<file path="src/sv/bmhq_pkg.sv">
// Shared types and constants of the binary max-heap priority queue.
// Used by the channel interfaces, the cell and the top level.
package bmhq_pkg;

   // Field widths of the channels
   localparam int OPCODE_W = 2;
   localparam int VALUE_W  = 32;
   localparam int COUNT_W  = 6;
   localparam int STATUS_W = 2;

   // Widest key the design supports, and parameter defaults
   localparam int KEY_MAX_W         = 64;
   localparam int STORE_DEPTH_DEF   = 64;
   localparam int KEY_WIDTH_DEF     = 32;

   // Request opcodes
   localparam logic [OPCODE_W-1:0] OPC_PUSH = 2'd0;
   localparam logic [OPCODE_W-1:0] OPC_POP  = 2'd1;
   localparam logic [OPCODE_W-1:0] OPC_PEEK = 2'd2;

   // Response status codes
   localparam logic [STATUS_W-1:0] ST_OK    = 2'd0;
   localparam logic [STATUS_W-1:0] ST_FULL  = 2'd1;
   localparam logic [STATUS_W-1:0] ST_EMPTY = 2'd2;

   typedef enum logic [1:0] {
      CELL_HOLD,
      CELL_PUSH,
      CELL_POP
   } cell_op_type;

   typedef struct packed {
      cell_op_type op;
      logic        in_use;   // cell holds one of the live keys
   } cell_ctl_type;

   typedef struct packed {
      logic [VALUE_W-1:0]  top_value;
      logic                top_valid;
      logic [COUNT_W-1:0]  entry_count;
      logic [STATUS_W-1:0] status;
   } rsp_payload_type;

endpackage

</file>
<file path="src/sv/bmhq_cell.sv">
// One slot of the sorted key chain. Holds one key, compares it with the
// broadcast push key and shifts toward its neighbors. Depends on bmhq_pkg.
module bmhq_cell #(
   parameter int KEY_WIDTH = bmhq_pkg::KEY_WIDTH_DEF
) (
   input  logic                 clock,
   input  bmhq_pkg::cell_ctl_type ctl,
   input  logic [KEY_WIDTH-1:0] new_key,
   input  logic [KEY_WIDTH-1:0] left_key,
   input  logic                 left_keep,
   input  logic [KEY_WIDTH-1:0] right_key,
   output logic [KEY_WIDTH-1:0] key,
   output logic [KEY_WIDTH-1:0] next_key,
   output logic                 keep
);

   logic [KEY_WIDTH-1:0] key_ff;
   logic [KEY_WIDTH-1:0] key_in;

   // live keys are sorted descending, so keep is a prefix of the chain
   assign keep = ctl.in_use && (key_ff >= new_key);

   always_comb begin
      case (ctl.op)
         bmhq_pkg::CELL_PUSH: begin
            if (keep) begin
               key_in = key_ff;
            end else if (left_keep) begin
               key_in = new_key;
            end else begin
               key_in = left_key;
            end
         end
         bmhq_pkg::CELL_POP: begin
            key_in = right_key;
         end
         default: begin
            key_in = key_ff;
         end
      endcase
   end

   always_ff @(posedge clock) begin
      key_ff <= key_in;
   end

   assign key      = key_ff;
   assign next_key = key_in;

endmodule

</file>
<file path="config.mk">
export PLATFORM = sky130hd
export DESIGN_NAME = bmhq_cell
export DESIGN_NICKNAME = d
export VERILOG_FILES = /design/src/sv/bmhq_pkg.sv /design/src/sv/bmhq_cell.sv
export SDC_FILE = /design/constraint.sdc
export NUM_CORES = 1
export LEC_CHECK = 0
export ABC_CLOCK_PERIOD_IN_PS = 3800
export BUFFER_PORTS_ARGS = -buffer_cell sky130_fd_sc_hd__buf_4
export CAP_MARGIN = 10
export CORE_ASPECT_RATIO = 1.25
export CORE_MARGIN = 4
export CORE_UTILIZATION = 30
export CTS_BUF_LIST = sky130_fd_sc_hd__clkbuf_8
export CTS_CLUSTER_SIZE = 14
export DETAILED_ROUTE_END_ITERATION = 16
export GPL_ROUTABILITY_DRIVEN = 0
export GPL_TIMING_DRIVEN = 0
export PLACE_DENSITY = 0.71
export SLEW_MARGIN = 20
export SYNTH_ARGS = -nofsm -noshare
export SYNTH_HDL_FRONTEND = slang
export SYNTH_SLANG_ARGS = --single-unit
export TNS_END_PERCENT = 50
</file>
<file path="constraint.sdc">
create_clock -name clock -period 3.8 [get_ports clock]
set_input_delay 0.76 -clock clock [delete_from_list [all_inputs] [get_ports clock]]
set_output_delay 0.76 -clock clock [all_outputs]
set_load 0.01 [all_outputs]
</file>
# Yosys cells after proc, flatten, opt, wreduce, memory -nomap -nowiden

Index checks and enable logic that the tools add are counted.

Muxes and demuxes: 3
$lt $le $gt $ge: 1
Reductions and logical operators: 1
Equal/unequal tests: 2

Operator list:

| cell                                          | number |
|---|---|
| 2-to-1 mux 32 bit                             | 2 |
| one-hot mux 32 bit (2 select lines)           | 1 |
| >= comparator 32 bit                          | 1 |
| == test 2 x 1 -> 1 bit, second input constant | 1 |
| == test 2 bit, second input constant          | 1 |
| logical AND 1 bit                             | 1 |

Input port bits: 101
Register bits after elaboration: 32
Logic and storage cells: 8
Output and inout port bits: 65

# Logic depth before layout (Yosys ltp)

Gate-level depths: netlist (run 1).

Depth after elaboration: 4
Depth in mapped cells: 10

# Least setup slack after synthesis (run 1)

No wires, ideal clock.

Kind: input -> output
Start: input port new_key[15]
End: output port next_key[10]
Arrival: 2.670 ns
Setup slack: 0.370 ns
Stages on the path: 9
Required time: 3.040 ns
Cell sequence: inv_1 -> ha_1 -> nand4_1 -> or4_1 -> o2111a_1 -> or2_1 -> buf_6 -> buf_6 -> o221ai_2

Cells in the longest elaborated chain, start to end: 4

RTL lines:

| item                                | RTL line        | source |
|---|---|---|
| start: declaration                  | bmhq_cell.sv:8  | `input logic [KEY_WIDTH-1:0] new_key,` |
| >= comparator 32 bit                | bmhq_cell.sv:21 | `assign keep = ctl.in_use && (key_ff >= new_key);` |
| logical AND 1 bit                   | bmhq_cell.sv:21 |  |
| 2-to-1 mux 32 bit                   | bmhq_cell.sv:26 | `if (keep) begin` |
| one-hot mux 32 bit (2 select lines) | bmhq_cell.sv:24 | `case (ctl.op)` |
| end: declaration                    | bmhq_cell.sv:13 | `output logic [KEY_WIDTH-1:0] next_key,` |

No other way between the ends.

# Final worst setup path (run 1)

Start: input port new_key[10]
End: output port next_key[10]

Cells in the longest elaborated chain, start to end: 4
Elaborated cells between the ends (all ways): 5
Those cells by class: 1 x order compare; 3 x mux; 1 x reduce/logical

RTL lines:

| item                                    | RTL line |
|---|---|
| >= comparator 32 bit                    | bmhq_cell.sv:21 |
| logical AND 1 bit                       | bmhq_cell.sv:21 |
| 2-to-1 mux 32 bit (*)                   | bmhq_cell.sv:26 |
| one-hot mux 32 bit (2 select lines) (*) | bmhq_cell.sv:24 |

Every way passes the cells marked *; elsewhere a longest branch is shown, timed or not.

==> flow_summary_export.csv, run 1 <==
group,metric,value,unit
logic_synthesis,syn_area,2810,µm²
floorplan,core_area,9130,µm²
place,hpwl,7920,µm
place,place_inst,598,
setup_path,path_delay_family,"simple AND/OR/NAND/NOR gates",
global_route,grt_pass1_wl,15000,µm
setup_path,path_class,"in -> out",
global_route,met3_usage,3.48,%
worst_hold_path,hold_depth,2,
power,p_per_area,309,nW/µm²
floorplan,die_w,94.6,µm
logic_synthesis,synth.top_cell.area_share,22.8,%
timing,period_share,98.4,%
logic_synthesis,synth_edf_count,0,
detailed_routing,drt_iter0_markers,133,
power,vdd.ir_drop.worst,0.151,mV
cts,cts_tree,"done",
setup_path,crit_arrival,2980,ps
timing,period_needed,3740,ps
floorplan,rows,39,
logic_synthesis,ys_types,36,
logic_synthesis,ys_async_sr_fraction,0,%
setup_path,worstPathCellList,"buf_4 -> inv_2 -> ha_4 -> nand4_1 -> or4_1 -> o2111a_2 -> or2_1 -> buf_6 -> buf_8 -> o221ai_2 -> buf_4",
setup_path,timing.critical_path.from,"new_key[10]",
detailed_routing,route.detailed.drc,0,
timing,rsz0062_at_grt,"yes",
worst_hold_path,min_path_type,"reg -> reg",
setup_path,max_stage_delay,530,ps
timing,fin_skew,10.4,ps
cts,numCtsBuffers,5,
job,cap_violations,0,
setup_path,crit_required,3040,ps
detailed_routing,vias,3071,
timing,timing.fmax,268,MHz
cts,cts_root_buffer,"clkbuf_8",
setup_path,crit_end,"next_key[10]",
setup_path,rr_endpoint,"key[27]",
timing,slew_headroom,43.9,%
power,p_leak,0.00217,µW
logic_synthesis,synthesis.instances,311,
detailed_routing,avgViaCountPerCell,5.04,
detailed_routing,drtAntennaViolNets,0,
setup_path,r2r_cells,9,
logic_synthesis,synth_area_leader_cell,"dfxtp_1",
floorplan,dieArea,11000,µm²
status,outcome,"completed",
cts,numClockSinks,32,
cts,clk_pin_slew_worst_paths,60,ps
detailed_routing,wire_per_inst,16.5,µm
cts,htree_levels,2,
cells_and_area,fin_nets,620,
logic_synthesis,ys.flop_type,"dfxtp_1",
timing,worst_pin_slew,842,ps
global_route,grt.busiest_layer,"met2",
cts,clock_latency,290,ps
cts,cts_max_path_buffers,2,
global_route,grt_start_max_net_pins,11,
setup_path,crit_top_cell,"buf_4",
logic_synthesis,synthTopCellsByArea,"dfxtp_1 23%, o221ai_2 15%, ha_1 15%, mux2i_1 11%, a22oi_1 8.5%",
setup_path,cp_slowest_cell,"or4_1",
logic_synthesis,syn_avg_cell_area,9.04,µm²
cells_and_area,antennaDiodeCount,0,
cells_and_area,largest_register_ffs,32,
setup_path,worst-path-max-fanout,10,
cells_and_area,syn2layout_area_growth,60.9,%
global_route,track_usage,17.3,%
floorplan,initial_utilization,30.8,%
logic_synthesis,yosys_warnings,0,
power,total_power,1400,µW
timing,finalHoldViolations,0,
setup_path,reg2reg_from,"key[9]",
global_route,grt_use_met2,32.3,%
floorplan,die_height,116,µm
timing,finalSetupViolCount,0,
global_route,first_global_vias,3173,
cells_and_area,drive_gt1_share,46.5,%
setup_path,crit_buf_inv,5,
floorplan,num_io_pins,166,
setup_path,cp-start-kind,"input port",
logic_synthesis,yosysSeqAreaShare,22.8,%
global_route,antenna_found_initial,0,
place,numPortBuffers,164,
global_route,met1_usage,20.4,%
timing,fin_hold_ws,581,ps
timing,finalMaxSlewViolations,0,
global_route,grt.overflow.total,0,
detailed_routing,wirelength,10100,µm
cells_and_area,nFillCells,877,
cells_and_area,final_cell_count_no_fill,609,
setup_path,end_kind,"output port",
logic_synthesis,synth-seq-cells,32,
detailed_routing,drtPass1Iterations,4,
setup_path,r2r_slack,1270,ps
setup_path,cp.depth,11,
logic_synthesis,synth.net_count,446,
Yosys cell counts (all sizes together) (2+ instances only):
library cell / count
nand2: 40
inv: 38
ha: 34
a22oi: 32
dfxtp: 32
mux2i: 31
o221ai: 31
clkbuf: 15
a21oi: 13
o21ai: 10
buf: 7
a211o: 2
a211oi: 2
and3: 2
and4: 2
nand4: 2
nor2b: 2
tightest hold or removal path, delay by kind of cell (launching register included):
kind | cells | cell delay [ps]
DFF | 1 | 330
AOI/OAI and AO/OA | 1 | 100
and+or+nand+nor | 1 | 90
stage by stage:
stage / setup slack (ps) / TNS, ps / instance area, µm² / util (%)
CTS: 11.4 / 0 / 4290 / 47.0
global placement: -82.0 / -1540 / 4200 / 46.0
finish: 62.6 / 0 / 4520 / 49.6
global route: -29.3 / -237 / 4520 / 49.6
floorplan: 370 / 0 / 2810 / -
detailed placement: -101 / -1910 / 4200 / 46.0
logic make-up after synthesis:
logic type / Yosys count / synth area share [%]
AOI/OAI and AO/OA: 97 / 32.1
and+or+nand+nor: 56 / 9.03
DFF: 32 / 22.8
muxes: 32 / 11.4
adders and majority gates: 34 / 15.1
buffers and inverters: 60 / 9.48
final cells by class:
type | count | area, µm² | share of cell area, %
plain buffers | 22 | 148 | 3.26
clock buffers | 6 | 82.6 | 1.83
inverters | 38 | 143 | 3.15
multi-input cells | 219 | 2060 | 45.5
repair buffers | 167 | 1290 | 28.5
clock inverters | 2 | 7.51 | 0.166
flip-flops and latches | 32 | 641 | 14.2
well taps | 123 | 154 | 3.40
metal layers:
layer	routed length [µm]	vias to the layer above
li1	-	1519
met1	4060	1436
met2	5230	108
met3	694	8
met4	87	0
met5	0	-
worst min path at each step:
stage / startpoint / endpoint / slack (ps)
floorplan: key[26] / key[26] / 640
global placement: key[9] / key[9] / 560
detailed placement: key[13] / key[13] / 570
CTS: key[13] / key[13] / 590
global route: key[31] / key[31] / 610
finish: key[6] / key[6] / 580
cells in the final DEF (no fill, tap or decap), types with 2 or more instances in the layout:
cell,Yosys,layout
buf_6,4,10
o221ai_4,0,5
a211o_1,2,2
and4_1,2,2
nor2b_1,2,2
inv_1,38,36
mux2i_1,31,31
ha_1,34,27
o221ai_1,2,2
nand4_1,2,2
o221ai_2,29,24
buf_4,3,161
clkbuf_8,0,6
inv_2,0,4
a21oi_1,13,12
o21ai_0,9,9
nand2_1,40,40
and3_1,2,2
dfxtp_1,32,32
ha_4,0,7
clkbuf_1,15,15
a22oi_1,32,32
what timing repair did:
action                                  in CTS  in global routing
buffers inserted                             0                  2
hold buffers                                 0                  0
gates cloned                                 0                  1
hold endpoints to repair                     0                  0
pin swaps                                    2                  7
endpoints found under the setup margin      31                 31
resized for setup                            2                 28
power breakdown:
| group | leakage (µW) | internal, µW | total, µW | switching (µW) |
|---|---|---|---|---|
| combinational | 0.00185 | 357 | 670 | 314 |
| sequential | 0.000266 | 386 | 446 | 60.1 |
| clock | 0.0000538 | 143 | 280 | 138 |
Power figures use the tool's default switching activity.
==> inputs of run 2 (changes only) <==
Settings changed: ABC_CLOCK_PERIOD_IN_PS 3800 to 3200, CAP_MARGIN 10 to default, PLACE_DENSITY 0.71 to 0.73.
Clock period 3.8 ns to 3.2 ns, I/O delays scaled along.
==> run 2 against run 1 <==
  * The run now ends with setup timing left
  * Power is 28% higher
  * Wire length is 6.9% higher
  * First-iteration DRC count is 26% lower
  * Clock power is 20% higher
  * Clock-buffer cell count stayed put
  * Combinational power is 38% higher
  * Flip-flop and latch count stayed put
  * Via count is 0.78% higher
  * Register-to-register slack worse by 610 ps
  * Worst hold slack better by 1.4 ps
  * Utilization is 4.6 points higher
  * Final cell count is 0.82% higher
==> flow_summary_export.csv, run 2 (synthesized netlist as in run 1, its figures left out) <==
group,metric,value,unit
cells_and_area,final_cell_area,4950,µm²
cells_and_area,seq_area,641,µm²
detailed_routing,vias,3095,
global_route,grt_start_max_net_pins,11,
floorplan,dieArea,11000,µm²
setup_path,r2r_cells,9,
power,vdd.ir_drop.worst,0.219,mV
detailed_routing,wire_per_inst,17.5,µm
status,outcome,"complete, but fails checks",
timing,timing.fmax,287,MHz
timing,finalHoldViolations,0,
cells_and_area,fin_nets,625,
global_route,antenna_found_initial,0,
setup_path,crit_required,2560,ps
global_route,grt.overflow.total,0,
cells_and_area,final_cell_mix,"144 x buf_4, 40 x nand2_1, 32 x inv_1, 32 x a22oi_1, 32 x dfxtp_1",
status,violations,"setup timing",
cells_and_area,nFillCells,832,
power,p_leak,0.00227,µW
setup_path,end_kind,"output port",
cts,numCtsBuffers,5,
floorplan,initial_utilization,30.8,%
floorplan,die_height,116,µm
cells_and_area,final_common_cell,"buf_4",
setup_path,worst-path-max-fanout,10,
global_route,first_global_vias,3263,
detailed_routing,wirelength,10800,µm
detailed_routing,route.detailed.drc,0,
floorplan,core_area,9130,µm²
timing,period_needed,3480,ps
floorplan,num_io_pins,166,
cts,clk_pin_slew_worst_paths,70,ps
worst_hold_path,min_path_type,"reg -> reg",
cells_and_area,syn2layout_area_growth,75.9,%
worst_hold_path,hold_depth,2,
power,p_per_area,362,nW/µm²
cells_and_area,utilization,54.2,%
timing,worst_pin_slew,824,ps
detailed_routing,avgViaCountPerCell,5.04,
cts,numClockSinks,32,
timing,fin_hold_ws,583,ps
place,hpwl,8040,µm
place,dpl_cell_area,4200,µm²
cts,htree_levels,2,
cells_and_area,drive_gt1_share,48.9,%
place,numPortBuffers,164,
cells_and_area,largest_register_ffs,32,
cells_and_area,antennaDiodeCount,0,
timing,slew_headroom,45.0,%
setup_path,crit_arrival,2840,ps
cts,clock_latency,290,ps
timing,rsz0062_at_grt,"yes",
timing,fin_skew,4.53,ps
cts,cts_root_buffer,"clkbuf_8",
global_route,track_usage,18.9,%
job,cap_violations,0,
global_route,grt_pass1_wl,16200,µm
floorplan,rows,39,
timing,period_share,109,%
cts,cts_tree,"done",
setup_path,cp-start-kind,"input port",
timing,worst_slack,-279,ps
cts,cts_max_path_buffers,2,
detailed_routing,drtPass1Iterations,6,
floorplan,die_w,94.6,µm
detailed_routing,drt_iter0_markers,99,
detailed_routing,drtAntennaViolNets,0,
setup_path,path_class,"in -> out",
timing,finalSetupViolCount,33,
cells_and_area,multiInputGateArea,2300,µm²
place,pre_cts_ws,-446,ps
timing,finalMaxSlewViolations,0,
==> run 2: cell count changes in the layout (fill, tap and decap cells not counted), sizes merged <==
cell / previous run / this run
buf: 173 / 177
bufbuf: 0 / 1
==> run 2: final timing paths <==
path / from / to / slack [ps]
min: key[22] / key[22] / 580
max reg2reg: key[10] / key[19] / 660
max: new_key[12] / next_key[2] / -280
min reg2reg: key[22] / key[22] / 580
==> run 2: per-stage QoR <==
stage	power (µW)	TNS (ps)	instances
detailed placement	1290	-13860	598
finish	1790	-8030	614
floorplan	907	0	311
CTS	1750	-8610	611
global placement	1270	-13160	598
global route	1910	-10210	614
==> run 2: layer usage <==
metal,share of wire (%),track usage [%],vias up
li1,-,-,1534
met1,38,20.3,1442
met2,54,36.6,110
met3,6.7,4.45,9
met4,1.3,4.91,0
met5,0,0,-
==> run 2: timing repair <==
item | CTS | global route
setup endpoints to repair | 33 | 33
setup buffers | 4 | 2
pin swaps | 10 | 7
hold buffers | 0 | 0
cloned | 1 | 1
resized for setup | 67 | 25
==> run 2: final cells by class <==
cell class / count / area share, %
buffer: 22 / 3.49
clock buffer: 6 / 1.67
clock inverter: 2 / 0.152
inverter: 38 / 3.04
multi-input combinational: 219 / 46.5
sequential: 32 / 13.0
tap: 123 / 3.11
timing repair buffer: 172 / 29.1
==> run 2: power by group <==
group / leakage (µW) / internal, µW / switching [µW]
sequential: 0.000266 / 459 / 72.3
clock: 0.0000538 / 169 / 168
combinational: 0.00195 / 498 / 424
total: 0.00227 / 1130 / 664
==> run 2: critical path: stages <==
cell and delay (ps):
buf_4 90, inv_2 30, ha_1 260, nand4_1 180, or4_4 460, o2111a_2 300, or2_1 230, buf_6 160
buf_12 160, o221ai_4 180, buf_6 130
==> inputs of run 3 (changes only) <==
Settings changed: ABC_CLOCK_PERIOD_IN_PS 3200 to 3500, PLACE_DENSITY 0.73 to 0.71.
Clock period 3.2 ns to 3.5 ns, I/O delays scaled along.
==> run 3 against run 2 <==
  * The run still ends with setup timing left
  * Setup slack better by 220 ps
  * Wire length down 3.1%
  * Register-to-register slack better by 320 ps
  * Utilization down 1.9 points
  * Power down 12%
  * Non-clock buffer count down 1
  * Critical path type unchanged
  * Highest routed layer unchanged
==> flow_summary_export.csv, run 3 (synthesized netlist as in run 1, its figures left out) <==
group,metric,value,unit
global_route,grt.overflow.total,0,
global_route,track_usage,18.3,%
global_route,first_global_vias,3351,
detailed_routing,vias,3124,
floorplan,rows,39,
cells_and_area,seq_area,641,µm²
cells_and_area,multiInputGateArea,2180,µm²
global_route,antenna_found_initial,0,
timing,finalMaxSlewViolations,0,
floorplan,core_area,9130,µm²
floorplan,initial_utilization,30.8,%
detailed_routing,avgViaCountPerCell,5.10,
status,violations,"setup timing",
floorplan,die_height,116,µm
place,place_inst,598,
detailed_routing,drtAntennaViolNets,0,
place,hpwl,7920,µm
detailed_routing,route.detailed.drc,0,
timing,worst_pin_slew,834,ps
setup_path,r2r_cells,8,
cts,clock_latency,290,ps
place,dpl_cell_area,4200,µm²
setup_path,timing.critical_path.from,"new_key[10]",
cts,clk_pin_slew_worst_paths,70,ps
global_route,grt_pass1_wl,15800,µm
setup_path,cp-start-kind,"input port",
detailed_routing,wire_per_inst,17.0,µm
timing,period_share,102,%
setup_path,crit_end,"next_key[7]",
floorplan,die_w,94.6,µm
worst_hold_path,min_from,"key[18]",
cts,htree_levels,2,
cts,cts_hold_buf,0,
cells_and_area,fin_nets,624,
cells_and_area,largest_register_ffs,32,
cts,numClockSinks,32,
floorplan,dieArea,11000,µm²
setup_path,r2r_slack,980,ps
cells_and_area,antennaDiodeCount,0,
setup_path,worstPathCellList,"buf_8 -> inv_4 -> ha_4 -> nand4_1 -> or4_4 -> o2111a_2 -> or2_1 -> buf_6 -> buf_12 -> o221ai_4 -> buf_6",
cts,cts_max_path_buffers,2,
timing,worst_slack,-61.7,ps
power,vdd.ir_drop.worst,0.167,mV
cells_and_area,final_cell_count_no_fill,613,
setup_path,rr_endpoint,"key[7]",
detailed_routing,drt_iter0_markers,125,
power,p_per_area,331,nW/µm²
status,outcome,"complete, but fails checks",
cts,cts_root_buffer,"clkbuf_8",
timing,fin_skew,12.1,ps
setup_path,crit_required,2800,ps
setup_path,cp_slowest_cell,"or4_4",
setup_path,crit_top_cell,"buf_6",
cells_and_area,drive_gt1_share,48.8,%
global_route,grt_start_max_net_pins,11,
floorplan,num_io_pins,166,
detailed_routing,drtPass1Iterations,4,
place,numPortBuffers,164,
timing,rsz0062_at_grt,"yes",
timing,finalHoldViolations,0,
detailed_routing,wirelength,10400,µm
job,cap_violations,0,
setup_path,reg2reg_from,"key[10]",
setup_path,max_stage_delay,530,ps
timing,timing.fmax,281,MHz
cells_and_area,nFillCells,857,
setup_path,crit_arrival,2860,ps
power,p_leak,0.00223,µW
cells_and_area,final_cell_mix,"151 x buf_4, 40 x nand2_1, 32 x inv_1, 32 x a22oi_1, 32 x dfxtp_1",
setup_path,path_class,"in -> out",
setup_path,end_kind,"output port",
cts,cts_tree,"done",
timing,setup_tns,-1280,ps
timing,period_needed,3560,ps
power,total_power,1580,µW
timing,finalSetupViolCount,30,
worst_hold_path,min_path_type,"reg -> reg",
setup_path,worst-path-max-fanout,10,
cells_and_area,syn2layout_area_growth,69.9,%
cells_and_area,final_common_cell,"buf_4",
cts,numCtsBuffers,5,
timing,slew_headroom,44.4,%
cells_and_area,final_cell_area,4780,µm²
[run 3: cell count changes in the layout (fill, tap and decap cells not counted), sizes merged]
cell and delta:
clkbuf -1, bufbuf -1, buf +1
[run 3: repair_timing]
item,in CTS,in global routing
setup endpoints to repair,33,33
setup buffers,4,2
gates cloned,1,0
pin swaps,10,7
resized for setup,63,11
endpoints found under the hold margin,0,0
[run 3: power by group]
group	switching, µW	total (µW)	internal, µW
clock	151	306	155
combinational	365	788	423
sequential	66.3	486	419
[run 3: critical path, delay by kind of cell]
kind                     cells  cell delay (ps)
AO/OA/AOI/OAI                2              480
adder cells (fa/ha/maj)      1              250
buffers and inverters        5              540
AND/OR/NAND/NOR              3              880
[run 3: worst min-delay path by stage]
stage / depth (start not counted) / end
final: 2 / key[18]
after CTS: 2 / key[18]
after global placement: 2 / key[9]
after floorplan: 2 / key[26]
after detailed placement: 2 / key[13]
after global routing: 2 / key[31]
[run 3: through the flow]
step | hold slack [ps] | utilization [%] | setup slack [ps]
after floorplan | 638 | - | 190
after global placement | 563 | 46.0 | -262
after detailed placement | 568 | 46.0 | -281
after CTS | 590 | 51.6 | -105
after global routing | 613 | 52.4 | -162
final | 588 | 52.4 | -61.7
[run 3: layout make-up]
type,instances,area share [%]
multi-input combinational,219,45.5
timing repair buffer,171,29.1
sequential,32,13.4
buffer,22,3.72
tap,123,3.22
inverter,38,3.09
clock buffer,6,1.73
clock inverter,2,0.157
[run 3: metal layers]
layer / track usage [%] / share of wire (%) / vias to the layer above
met3: 3.87 / 6.2 / 16
met4: 5.20 / 2.0 / 0
met2: 34.1 / 52 / 112
li1: - / - / 1529
met5: 0 / 0 / -
met1: 20.9 / 40 / 1467
